### src/hw/rtl/kvt_pkg.sv
// ----------------------------------------------------------------------------
// kvt_pkg
// Shared types and constants of the key/value text tokenizer.
// ----------------------------------------------------------------------------
`default_nettype none

package kvt_pkg;

    typedef enum logic [2:0] {
        MODE_IDLE    = 3'd0,
        MODE_SLASH   = 3'd1,
        MODE_COMMENT = 3'd2,
        MODE_WORD    = 3'd3,
        MODE_STRING  = 3'd4,
        MODE_ESCAPE  = 3'd5,
        MODE_FAILED  = 3'd6
    } mode_t;

    typedef enum logic [2:0] {
        EV_SEP    = 3'd0,
        EV_BYTE   = 3'd1,
        EV_STREND = 3'd2,
        EV_ACCEPT = 3'd3,
        EV_REJECT = 3'd4
    } ev_t;

    typedef struct packed {
        ev_t        ev;
        logic [7:0] ch;
    } result_t;

    // One queue entry: the one or two results caused by one input item
    typedef struct packed {
        result_t r0;
        result_t r1;
        logic    two;
    } entry_t;

    localparam int QDEPTH = 4;
    localparam int QPTR_W = $clog2(QDEPTH);
    localparam int QCNT_W = $clog2(QDEPTH + 1);

    localparam logic [7:0] CH_SLASH     = 8'h2F;
    localparam logic [7:0] CH_LBRACE    = 8'h7B;
    localparam logic [7:0] CH_RBRACE    = 8'h7D;
    localparam logic [7:0] CH_QUOTE     = 8'h22;
    localparam logic [7:0] CH_BACKSLASH = 8'h5C;
    localparam logic [7:0] CH_N         = 8'h6E;
    localparam logic [7:0] CH_LF        = 8'h0A;
    localparam logic [7:0] CH_R         = 8'h72;
    localparam logic [7:0] CH_CR        = 8'h0D;
    localparam logic [7:0] CH_T         = 8'h74;
    localparam logic [7:0] CH_TAB       = 8'h09;
    localparam logic [7:0] CH_SPACE     = 8'h20;

endpackage

`default_nettype wire

### src/hw/rtl/keyvalue_text_tokenizer.sv
// A result passes through the queue and then the output register before it leaves.
// Throughput: one input byte per cycle while the queue is not full; an item
//   with two results takes two output transfers, absorbed by a 4-entry queue.
// Input stalls only when the queue is full, which depends on output back-pressure.
// Reset (rst_n low, asynchronous): scanner idle, nesting zero, queue and output empty.
// ----------------------------------------------------------------------------
// keyvalue_text_tokenizer
// Byte-serial tokenizer for key/value text: braces, bare words, quoted
// strings with escapes, comments; end-of-text gives accept or reject.
// ----------------------------------------------------------------------------
`default_nettype none

module keyvalue_text_tokenizer import kvt_pkg::*; #(
    parameter int MAX_NESTING = 255
) (
    input  wire logic       clk,
    input  wire logic       rst_n,
    input  wire logic       s_tvalid,
    output logic            s_tready,
    input  wire logic [7:0] s_tdata,   // [7:0] char_byte
    input  wire logic       s_tuser,   // [0] func
    output logic            m_tvalid,
    input  wire logic       m_tready,
    output logic [7:0]      m_tdata,   // [7:0] char_out
    output logic [2:0]      m_tuser,   // [2:0] event_res
    output logic            m_tlast
);

    logic   q_full, push, pop, q_valid;
    entry_t push_entry, q_entry;

    kvt_front #(
        .MAX_NESTING (MAX_NESTING)
    ) u_front (
        .clk        (clk),
        .rst_n      (rst_n),
        .in_valid   (s_tvalid),
        .in_ready   (s_tready),
        .func       (s_tuser),
        .char_byte  (s_tdata),
        .q_full     (q_full),
        .push       (push),
        .push_entry (push_entry)
    );

    kvt_fifo u_fifo (
        .clk        (clk),
        .rst_n      (rst_n),
        .push       (push),
        .push_entry (push_entry),
        .full       (q_full),
        .q_valid    (q_valid),
        .pop        (pop),
        .q_entry    (q_entry)
    );

    kvt_back u_back (
        .clk      (clk),
        .rst_n    (rst_n),
        .q_valid  (q_valid),
        .q_entry  (q_entry),
        .pop      (pop),
        .m_tvalid (m_tvalid),
        .m_tready (m_tready),
        .m_tdata  (m_tdata),
        .m_tuser  (m_tuser),
        .m_tlast  (m_tlast)
    );

endmodule

`default_nettype wire

### src/hw/rtl/kvt_front.sv
// ----------------------------------------------------------------------------
// kvt_front
// Accepts text bytes, runs the scan state machine and nesting counter, and
// pushes the results of each item as one queue entry.
// ----------------------------------------------------------------------------
`default_nettype none

module kvt_front import kvt_pkg::*; #(
    parameter int MAX_NESTING = 255
) (
    input  wire logic       clk,
    input  wire logic       rst_n,
    input  wire logic       in_valid,
    output logic            in_ready,
    input  wire logic       func,
    input  wire logic [7:0] char_byte,
    input  wire logic       q_full,
    output logic            push,
    output entry_t          push_entry
);

    localparam int LVL_W = $clog2(MAX_NESTING + 1);
    localparam logic [LVL_W-1:0] LVL_MAX = LVL_W'(MAX_NESTING);

    mode_t            mode_reg, mode_next;
    logic [LVL_W-1:0] level_reg, level_next;

    logic             accept;
    logic [1:0]       n_res;
    result_t          r0, r1;
    logic             is_ws, is_brace, brace_open, brace_ok;
    logic [LVL_W-1:0] brace_lvl;
    logic             end_ok;

    assign in_ready = !q_full;
    assign accept   = in_valid && in_ready;

    always_ff @(posedge clk or negedge rst_n)
    begin
        if (!rst_n)
        begin
            mode_reg  <= MODE_IDLE;
            level_reg <= '0;
        end
        else if (accept)
        begin
            mode_reg  <= mode_next;
            level_reg <= level_next;
        end
    end

    always_comb
    begin
        is_ws      = char_byte inside {[CH_TAB:CH_CR], CH_SPACE};
        is_brace   = (char_byte == CH_LBRACE) || (char_byte == CH_RBRACE);
        brace_open = (char_byte == CH_LBRACE);
        brace_ok   = brace_open ? (level_reg != LVL_MAX) : (level_reg != '0);
        brace_lvl  = brace_open ? level_reg + LVL_W'(1) : level_reg - LVL_W'(1);
        end_ok     = (mode_reg != MODE_STRING) && (mode_reg != MODE_ESCAPE) &&
                     (mode_reg != MODE_FAILED) && (level_reg == '0);

        mode_next  = mode_reg;
        level_next = level_reg;
        n_res      = 2'd0;
        r0         = '{ev: EV_SEP, ch: 8'h00};
        r1         = '{ev: EV_SEP, ch: 8'h00};

        if (func)
        begin
            // end of text: flush a pending slash word, then give the verdict
            if (mode_reg == MODE_SLASH)
            begin
                n_res = 2'd2;
                r1    = '{ev: end_ok ? EV_ACCEPT : EV_REJECT, ch: 8'h00};
            end
            else
            begin
                n_res = 2'd1;
                r0    = '{ev: end_ok ? EV_ACCEPT : EV_REJECT, ch: 8'h00};
            end
            mode_next  = MODE_IDLE;
            level_next = '0;
        end
        else
        begin
            case (mode_reg)
                MODE_IDLE, MODE_WORD:
                begin
                    if (is_ws)
                    begin
                        mode_next = MODE_IDLE;
                    end
                    else if (is_brace)
                    begin
                        if (brace_ok)
                        begin
                            n_res      = 2'd1;
                            level_next = brace_lvl;
                            mode_next  = MODE_IDLE;
                        end
                        else
                        begin
                            mode_next = MODE_FAILED;
                        end
                    end
                    else if (mode_reg == MODE_IDLE)
                    begin
                        if (char_byte == CH_SLASH)
                        begin
                            mode_next = MODE_SLASH;
                        end
                        else if (char_byte == CH_QUOTE)
                        begin
                            mode_next = MODE_STRING;
                        end
                        else
                        begin
                            n_res     = 2'd1;
                            mode_next = MODE_WORD;
                        end
                    end
                end
                MODE_SLASH:
                begin
                    if (char_byte == CH_SLASH)
                    begin
                        mode_next = MODE_COMMENT;
                    end
                    else
                    begin
                        n_res = 2'd1;
                        if (is_ws)
                        begin
                            mode_next = MODE_IDLE;
                        end
                        else if (is_brace)
                        begin
                            if (brace_ok)
                            begin
                                n_res      = 2'd2;
                                level_next = brace_lvl;
                                mode_next  = MODE_IDLE;
                            end
                            else
                            begin
                                mode_next = MODE_FAILED;
                            end
                        end
                        else
                        begin
                            mode_next = MODE_WORD;
                        end
                    end
                end
                MODE_COMMENT:
                begin
                    if (char_byte == CH_LF)
                    begin
                        mode_next = MODE_IDLE;
                    end
                end
                MODE_STRING:
                begin
                    if (char_byte == CH_QUOTE)
                    begin
                        n_res     = 2'd1;
                        r0        = '{ev: EV_STREND, ch: 8'h00};
                        mode_next = MODE_IDLE;
                    end
                    else if (char_byte == CH_BACKSLASH)
                    begin
                        mode_next = MODE_ESCAPE;
                    end
                    else
                    begin
                        n_res = 2'd1;
                        r0    = '{ev: EV_BYTE, ch: char_byte};
                    end
                end
                MODE_ESCAPE:
                begin
                    n_res     = 2'd1;
                    mode_next = MODE_STRING;
                    if ((char_byte == CH_BACKSLASH) || (char_byte == CH_QUOTE))
                    begin
                        r0 = '{ev: EV_BYTE, ch: char_byte};
                    end
                    else if (char_byte == CH_N)
                    begin
                        r0 = '{ev: EV_BYTE, ch: CH_LF};
                    end
                    else if (char_byte == CH_R)
                    begin
                        r0 = '{ev: EV_BYTE, ch: CH_CR};
                    end
                    else if (char_byte == CH_T)
                    begin
                        r0 = '{ev: EV_BYTE, ch: CH_TAB};
                    end
                    else
                    begin
                        // unknown escape: keep the backslash and the byte
                        n_res = 2'd2;
                        r0    = '{ev: EV_BYTE, ch: CH_BACKSLASH};
                        r1    = '{ev: EV_BYTE, ch: char_byte};
                    end
                end
                default:
                begin
                    mode_next = MODE_FAILED;
                end
            endcase
        end
    end

    assign push       = accept && (n_res != 2'd0);
    assign push_entry = '{r0: r0, r1: r1, two: (n_res == 2'd2)};

endmodule

`default_nettype wire

### src/hw/rtl/kvt_fifo.sv
// ----------------------------------------------------------------------------
// kvt_fifo
// Short queue of result entries between the scanner and the output stage.
// ----------------------------------------------------------------------------
`default_nettype none

module kvt_fifo import kvt_pkg::*; (
    input  wire logic   clk,
    input  wire logic   rst_n,
    input  wire logic   push,
    input  entry_t      push_entry,
    output logic        full,
    output logic        q_valid,
    input  wire logic   pop,
    output entry_t      q_entry
);

    entry_t              mem_reg [QDEPTH];
    logic [QPTR_W-1:0]   wr_ptr_reg, wr_ptr_next;
    logic [QPTR_W-1:0]   rd_ptr_reg, rd_ptr_next;
    logic [QCNT_W-1:0]   count_reg, count_next;
    logic                do_push, do_pop;

    assign full    = (count_reg == QCNT_W'(QDEPTH));
    assign q_valid = (count_reg != '0);
    assign q_entry = mem_reg[rd_ptr_reg];

    assign do_push = push && !full;
    assign do_pop  = pop && q_valid;

    always_comb
    begin
        wr_ptr_next = do_push ? QPTR_W'(wr_ptr_reg + QPTR_W'(1)) : wr_ptr_reg;
        rd_ptr_next = do_pop ? QPTR_W'(rd_ptr_reg + QPTR_W'(1)) : rd_ptr_reg;
        count_next  = count_reg;
        if (do_push && !do_pop)
        begin
            count_next = count_reg + QCNT_W'(1);
        end
        else if (!do_push && do_pop)
        begin
            count_next = count_reg - QCNT_W'(1);
        end
    end

    always_ff @(posedge clk)
    begin
        if (do_push)
        begin
            mem_reg[wr_ptr_reg] <= push_entry;
        end
    end

    always_ff @(posedge clk or negedge rst_n)
    begin
        if (!rst_n)
        begin
            wr_ptr_reg <= '0;
            rd_ptr_reg <= '0;
            count_reg  <= '0;
        end
        else
        begin
            wr_ptr_reg <= wr_ptr_next;
            rd_ptr_reg <= rd_ptr_next;
            count_reg  <= count_next;
        end
    end

endmodule

`default_nettype wire

### src/hw/rtl/kvt_back.sv
// ----------------------------------------------------------------------------
// kvt_back
// Output stage: takes one queue entry and sends its one or two results as
// separate transactions, marking the final one.
// ----------------------------------------------------------------------------
`default_nettype none

module kvt_back import kvt_pkg::*; (
    input  wire logic   clk,
    input  wire logic   rst_n,
    input  wire logic   q_valid,
    input  entry_t      q_entry,
    output logic        pop,
    output logic        m_tvalid,
    input  wire logic   m_tready,
    output logic [7:0]  m_tdata,
    output logic [2:0]  m_tuser,
    output logic        m_tlast
);

    logic    valid_reg;
    logic    sel_reg;
    entry_t  ent_reg;
    result_t cur;
    logic    xfer, done;

    assign cur      = sel_reg ? ent_reg.r1 : ent_reg.r0;
    assign m_tvalid = valid_reg;
    assign m_tdata  = cur.ch;
    assign m_tuser  = cur.ev;
    assign m_tlast  = sel_reg || !ent_reg.two;

    assign xfer = valid_reg && m_tready;
    assign done = xfer && m_tlast;
    assign pop  = q_valid && (!valid_reg || done);

    always_ff @(posedge clk)
    begin
        if (pop)
        begin
            ent_reg <= q_entry;
        end
    end

    always_ff @(posedge clk or negedge rst_n)
    begin
        if (!rst_n)
        begin
            valid_reg <= 1'b0;
            sel_reg   <= 1'b0;
        end
        else
        begin
            if (pop)
            begin
                valid_reg <= 1'b1;
                sel_reg   <= 1'b0;
            end
            else if (done)
            begin
                valid_reg <= 1'b0;
                sel_reg   <= 1'b0;
            end
            else if (xfer)
            begin
                // advance to the second result of the entry
                sel_reg <= 1'b1;
            end
        end
    end

endmodule

`default_nettype wire

### config.mk
export PLATFORM = sky130hd
export DESIGN_NAME = keyvalue_text_tokenizer
export DESIGN_NICKNAME = d
export VERILOG_FILES = /design/src/hw/rtl/kvt_pkg.sv /design/src/hw/rtl/keyvalue_text_tokenizer.sv /design/src/hw/rtl/kvt_front.sv /design/src/hw/rtl/kvt_fifo.sv /design/src/hw/rtl/kvt_back.sv
export SDC_FILE = /design/constraint.sdc
export NUM_CORES = 1
export LEC_CHECK = 0
export CORE_MARGIN = 2
export CORE_UTILIZATION = 60
export CTS_CLUSTER_SIZE = 30
export DETAILED_ROUTE_END_ITERATION = 16
export DONT_BUFFER_PORTS = 1
export PLACE_DENSITY_LB_ADDON = 0.1
export SETUP_SLACK_MARGIN = 0.05
export SLEW_MARGIN = 0
export SYNTH_ARGS = -nofsm -noshare
export SYNTH_HDL_FRONTEND = slang
export SYNTH_SLANG_ARGS = --single-unit
### constraint.sdc
create_clock -name clk -period 4 [get_ports clk]
set_input_delay 0.6 -clock clk [delete_from_list [all_inputs] [get_ports clk]]
set_output_delay 0.6 -clock clk [all_outputs]
set_load 0.02 [all_outputs]
==> impl_results.md, run 1 <==
- RSZ-0062 raised after global routing: no
- Sequential cell area: 3950 um2
- Top cells by area, synth: edfxtp_1, mux4_2, dfrtp_1, ha_1, mux2_2
- M1 WL: 5760 um
- Post-layout util: 68.7%
- Tmin final: 3.25 ns
- Pleak: 2.50 nW
- FFs w/ async S/R, synth: 14.8%
- Gr usage total: 24.9%
- Core Footprint: 10300 um2
- Synthesized area: 6320 um2
- Pin count of the biggest net entering global routing: 26
- Net Sw Power: 1.68 mW
- Max reg flops: 92
- Final worst-path cycle share: 81.2%
- WS Path Type: register to register
- Die area: 11400 um2
- Remaining Overflow, GRT: 0
- Worst slew pin tran: 1.03 ns
- Clock power share: 28.9%
- Syn-to-layout area delta: 11.7%
- Post-CTS setup buffers: 0
- Number of global-route vias before repair: 3634
- Met2 WL: 6260 um
- Post-Syn Instances: 424
- PortBufs: 0
- Critical path peak fanout: 13
- Die Y: 107 um
- IO Pins: 27
- N_diodes: 0
- Via/cell ratio: 6.26
- Most numerous cell in the Yosys netlist: edfxtp_1
- Initial Util: 61.5%
- Seq cells post-synth: 135
- Synth top area share: 54.7%
- Final wirelength: 13000 um
- First-pass GRT wire length: 20600 um
- Highest routed metal layer: met4
- Worst slew margin: 31.4%
- Top post-synthesis cells by count: edfxtp_1, nand2_1, mux4_2, dfrtp_1, nor2_1
- TNS Setup: 0 ns
- Site row count: 37
- Clock sinks: 135
- Largest family of logic cells by synthesized area: multiplexers
- Combinational Power Share: 29.2%
- Post-DP HPWL: 8220 um
- Final setup fails: 0
- H-tree depth: 4
- Crit end category: register
- Power per Cell Area: 754 nW/um2
- Clk_lat worst skew: 0.52 ns
- Filler cells: 705
- Critical Path RT: 4.43 ns
- Post-Synth Simple-Gate Area: 11.2%
- Max_cap viols: 0
- Type of the most critical hold path: primary input to register
- Post-Syn Area per Cell: 14.9 um2
- Sw Ratio: 31.5%
- Fmax: 0.308 GHz
- Internal cell power: 3.65 mW
- DRC: 0
- Layout cells sized above 1: 21.2%
- Yosys warnings: 0
- Share of power burned in registers: 41.8%
- DR vias: 3626
- Post-synth cell types: 73
- Antenna-violating nets left: 0
- Multi-input logic area: 2210 um2
- Gpl congestion: 0.943
- Startpoint types: register
- Clock Tree Buf Depth: 2
- Met3 wire len: 771 um
- Adder-Cell Fraction of Synth Area: 2.97%
- Drt initial violations: 322
- Post-synthesis compound-gate area fraction: 6.95%
- Area leader, netlist: edfxtp_1
- Router iterations before antenna repair: 5
- Register area share after synthesis: 62.6%
- Post-synthesis xor/xnor area fraction: 1.51%
- Clock Root Buffer: clkbuf_8
- Initial antenna violation count: 0
- Max IR drop VDD: 0.000450 V
- Number of failing hold endpoints at the final stage: 0
- Fin nets: 456
- Routed WL per cell: 22.5 um
- Crit path DAT: 3.68 ns
- Clock-pin slew on the worst setup and hold paths: 0.06 ns
- Post-synthesis mux area share: 12.2%
- Most used DFF post-synth: edfxtp_1
- Clock tree from TritonCTS: built
- Clock Skew: 0.0117 ns
- Synthesized Nets: 450
- Slew Viols, Final: 0
- Post-synth EDFFs: 115
- Total CTS buffers: 17
- Die Wd: 107 um
- Status: finished, final reports clean
- Power, Total: 5.32 mW
-- per-layer routing --
metal | global-route usage, % | up-vias
met5 | 0 | -
met4 | 9.46 | 0
met3 | 6.14 | 22
met2 | 37.9 | 111
met1 | 35.4 | 1834
li1 | - | 1659
-- path summary, 6_finish.rpt --
path	from	to	slack, ns	cells after the start
min reg2reg	u_fifo.count_reg[2]	u_fifo.count_reg[2]	0.54	1
max reg2reg	u_front.mode_reg[1]	u_fifo.count_reg[2]	0.75	11
max	u_front.mode_reg[1]	u_fifo.count_reg[2]	0.75	11
min	m_tready	u_back.sel_reg	0.24	2
max in group asynchronous	rst_n	u_fifo.count_reg[0]	2.67	1
min in group asynchronous	rst_n	u_front.level_reg[5]	0.71	1
-- area by class of cell --
class                           instances  area share, %
Multi-Input combinational cell        252           31.3
Clock inverter                         13           2.41
Inverter                               14          0.763
Sequential cell                       135           56.0
Tap cell                              136           2.41
Clock buffer                           19           5.98
Timing Repair Buffer                   10           1.10
-- layout by cell type (no fill, tap or decap), types with 6 or more instances in the layout --
| cell | synthesis | final |
|---|---|---|
| nand2_1 | 25 | 25 |
| mux2_2 | 12 | 12 |
| ha_1 | 11 | 11 |
| nand3_1 | 6 | 6 |
| clkbuf_16 | 0 | 16 |
| and3_1 | 8 | 8 |
| buf_4 | 2 | 9 |
| nor3_1 | 9 | 9 |
| and2_1 | 9 | 9 |
| edfxtp_1 | 115 | 115 |
| nor2_1 | 19 | 19 |
| mux2_4 | 6 | 6 |
| inv_1 | 13 | 13 |
| dfrtp_1 | 20 | 20 |
| a21oi_1 | 14 | 13 |
| nor2b_1 | 7 | 7 |
| o21ai_0 | 10 | 10 |
| mux4_2 | 23 | 23 |
-- kinds of logic (layout without fill, tap and decap cells) --
logic type / count (synthesis) / count (layout)
XOR/XNOR: 10 / 10
AND/OR/NAND/NOR: 125 / 125
buffers and inverters: 37 / 56
AO/OA/AOI/OAI: 59 / 59
multiplexers: 44 / 44
adder cells (fa/ha/maj): 14 / 14
flip-flops: 135 / 135
-- critical path, stage by stage, from the launching register on --
cell and delay, ns:
dfrtp_1 0.56, nor2b_1 0.15, or3_1 0.46, a41o_1 0.25
a221o_1 0.30, a41oi_4 0.29, ha_1 0.24, inv_1 0.06
fa_1 0.42, xor2_1 0.17, nor2_1 0.11, xor2_1 0.17
-- stage by stage --
step                      worst slack [ns]  std cells  hold WS [ns]  instance area, um2
after floorplan                      0.727        424         0.304                6320
after global placement               0.670        546         0.305                6450
after detailed placement             0.601        546         0.305                6450
after CTS                            0.731        579         0.222                7060
after global routing                 0.534        579         0.224                7060
final                                0.751        579         0.235                7060
-- power groups by stage --
| stage | combinational (mW) | clock [mW] | sequential [mW] |
|---|---|---|---|
| after CTS | 1.58 | 1.57 | 2.23 |
| after global routing | 1.71 | 1.62 | 2.26 |
| after detailed placement | 1.55 | 0 | 2.24 |
| after global placement | 1.52 | 0 | 2.22 |
| after floorplan | 1.30 | 0 | 2.14 |
| final | 1.55 | 1.54 | 2.23 |
-- repair_timing --
action,4_1_cts,5_1_grt
resized for setup,0,0
hold endpoints to repair,20,0
setup endpoints to repair,0,0
hold buffers,1,0
Power figures use the tool's default switching activity.
==> inputs of run 2 (changes only) <==
- CORE_UTILIZATION: 60 -> 57
- clock period: 4 -> 2.8 ns (I/O delays scaled with it)
==> run 2 against run 1 <==
  * Total power increased by 48%
  * Core utilization decreased by 0.80 points
  * Clock skew decreased by 0.0037 ns
==> impl_results.md, run 2 (same netlist as run 1, synthesis figures left out) <==
- Clock sinks: 135
- Status: finished, final reports clean
- Crit end category: register
- DRC: 0
- TNS Setup: 0 ns
- Initial antenna violation count: 0
- Initial Util: 58.3%
- Gr usage total: 23.2%
- Placed Cells: 565
- N_diodes: 0
- Number of global-route vias before repair: 3671
- RSZ-0062 raised after global routing: yes
- Type of the most critical hold path: primary input to register
- Site row count: 38
- Clock Skew: 0.00799 ns
- Worst R2R End: u_fifo.count_reg[2]
- First-pass GRT wire length: 19800 um
- Crit path DAT: 3.18 ns
- Fin nets: 474
- Startpoint types: register
- Worst r2r src: u_front.mode_reg[1]
- Final setup fails: 0
- Post-route insts no fill: 601
- Post-DP HPWL: 8350 um
- Via/cell ratio: 6.10
- Clock-pin slew on the worst setup and hold paths: 0.06 ns
- Final worst-path cycle share: 97.7%
- Clock Root Buffer: clkbuf_8
- Max reg flops: 92
- Fmax: 0.366 GHz
- Clk_lat worst skew: 0.51 ns
- Die area: 11900 um2
- Post-route cell area: 7360 um2
- Total CTS buffers: 17
- Worst slew margin: 35.8%
- Layout cells sized above 1: 27.1%
- Power per Cell Area: 1070 nW/um2
- HP Start: m_tready
- Gpl congestion: 0.870
- Slew Viols, Final: 0
- R2R Setup Slk: 0.07 ns
- Remaining Overflow, GRT: 0
- Clock Tree Buf Depth: 2
- Hold Path Depth: 2
- Routed WL per cell: 21.1 um
- Antenna-violating nets left: 0
- Core Footprint: 10800 um2
- R2r worst-path depth: 11
- Max IR drop VDD: 0.000570 V
- Die Wd: 109 um
- Tmin final: 2.73 ns
- Die Y: 109 um
- Post-layout util: 67.9%
- Hold WS: 0.0473 ns
- Max_cap viols: 0
- Final wirelength: 12700 um
- Placed inst area: 6680 um2
- IO Pins: 27
- H-tree depth: 4
- Drt initial violations: 253
- Pleak: 2.64 nW
- Critical Path RT: 3.24 ns
- DR vias: 3665
- Critical path peak fanout: 4
- Router iterations before antenna repair: 4
- PortBufs: 0
- WS Path Type: register to register
- Worst slew pin tran: 0.960 ns
- Clock tree from TritonCTS: built
- Commonest non-fill, non-tap cell in the layout: edfxtp_1
- Pin count of the biggest net entering global routing: 26
- Hold EP: u_back.sel_reg
- Number of failing hold endpoints at the final stage: 0
- Syn-to-layout area delta: 16.5%
- Most frequent cells in the layout: edfxtp_1, nand2_1, mux4_2, buf_4, dfrtp_1
run 2: changes by cell type in the layout (fill, tap and decap cells not counted), sizes merged:
cell / previous run / this run
clkbuf: 19 / 18
clkinvlp: 3 / 4
buf: 9 / 27
bufinv: 3 / 4
clkinv: 5 / 4
run 2: what timing repair did:
action / in CTS / in global routing
hold endpoints to repair: 20 / 0
buffers inserted: 0 / 3
hold buffers: 1 / 0
endpoints found under the setup margin: 1 / 1
resized for setup: 1 / 5
pin swaps: 1 / 7
run 2: per-stage QoR:
step                      total power [mW]  setup WS [ns]
after floorplan                       4.93        -0.0327
after global placement                5.50         0.0629
after detailed placement              5.59         0.0370
after CTS                             7.91         0.0857
after global routing                  8.29        -0.0337
final                                 7.88         0.0653
run 2: worst max-delay path by stage:
stage | start | end | slack [ns]
after global placement | s_tdata[2] | u_fifo.count_reg[2] | 0.06
final | u_front.mode_reg[1] | u_fifo.count_reg[2] | 0.07
after floorplan | s_tdata[1] | u_fifo.count_reg[1] | -0.03
after detailed placement | s_tdata[2] | u_fifo.count_reg[2] | 0.04
after CTS | u_front.mode_reg[0] | u_fifo.count_reg[2] | 0.09
after global routing | u_front.mode_reg[0] | u_fifo.count_reg[2] | -0.03
run 2: layer usage:
metal	vias up	global-route usage (%)	part of all wire (%)
met5	-	0	0
met4	0	6.78	0.92
met3	10	5.98	6.1
met2	108	36.9	50
met1	1841	31.8	43
li1	1706	-	-
run 2: report_power, final:
part | switching (mW) | internal [mW]
clock | 0.822 | 1.45
sequential | 0.225 | 2.86
combinational | 1.36 | 1.15
run 2: layout make-up:
class	count	area [um2]
clock buffers	18	418
clock inverters	14	198
fillers	754	3480
inverters	14	57.6
multi-input cells	252	2290
flip-flops and latches	135	3960
well taps	140	175
repair buffers	28	263
run 2: worst max-delay path, cell delays in order (launching register included):
cell	delay (ns)
dfrtp_2	0.42
nor2b_4	0.13
or3_4	0.37
a41o_1	0.21
a221o_1	0.30
a41oi_4	0.28
ha_4	0.18
inv_2	0.03
fa_2	0.33
xor2_1	0.16
nor2_1	0.11
xor2_1	0.14
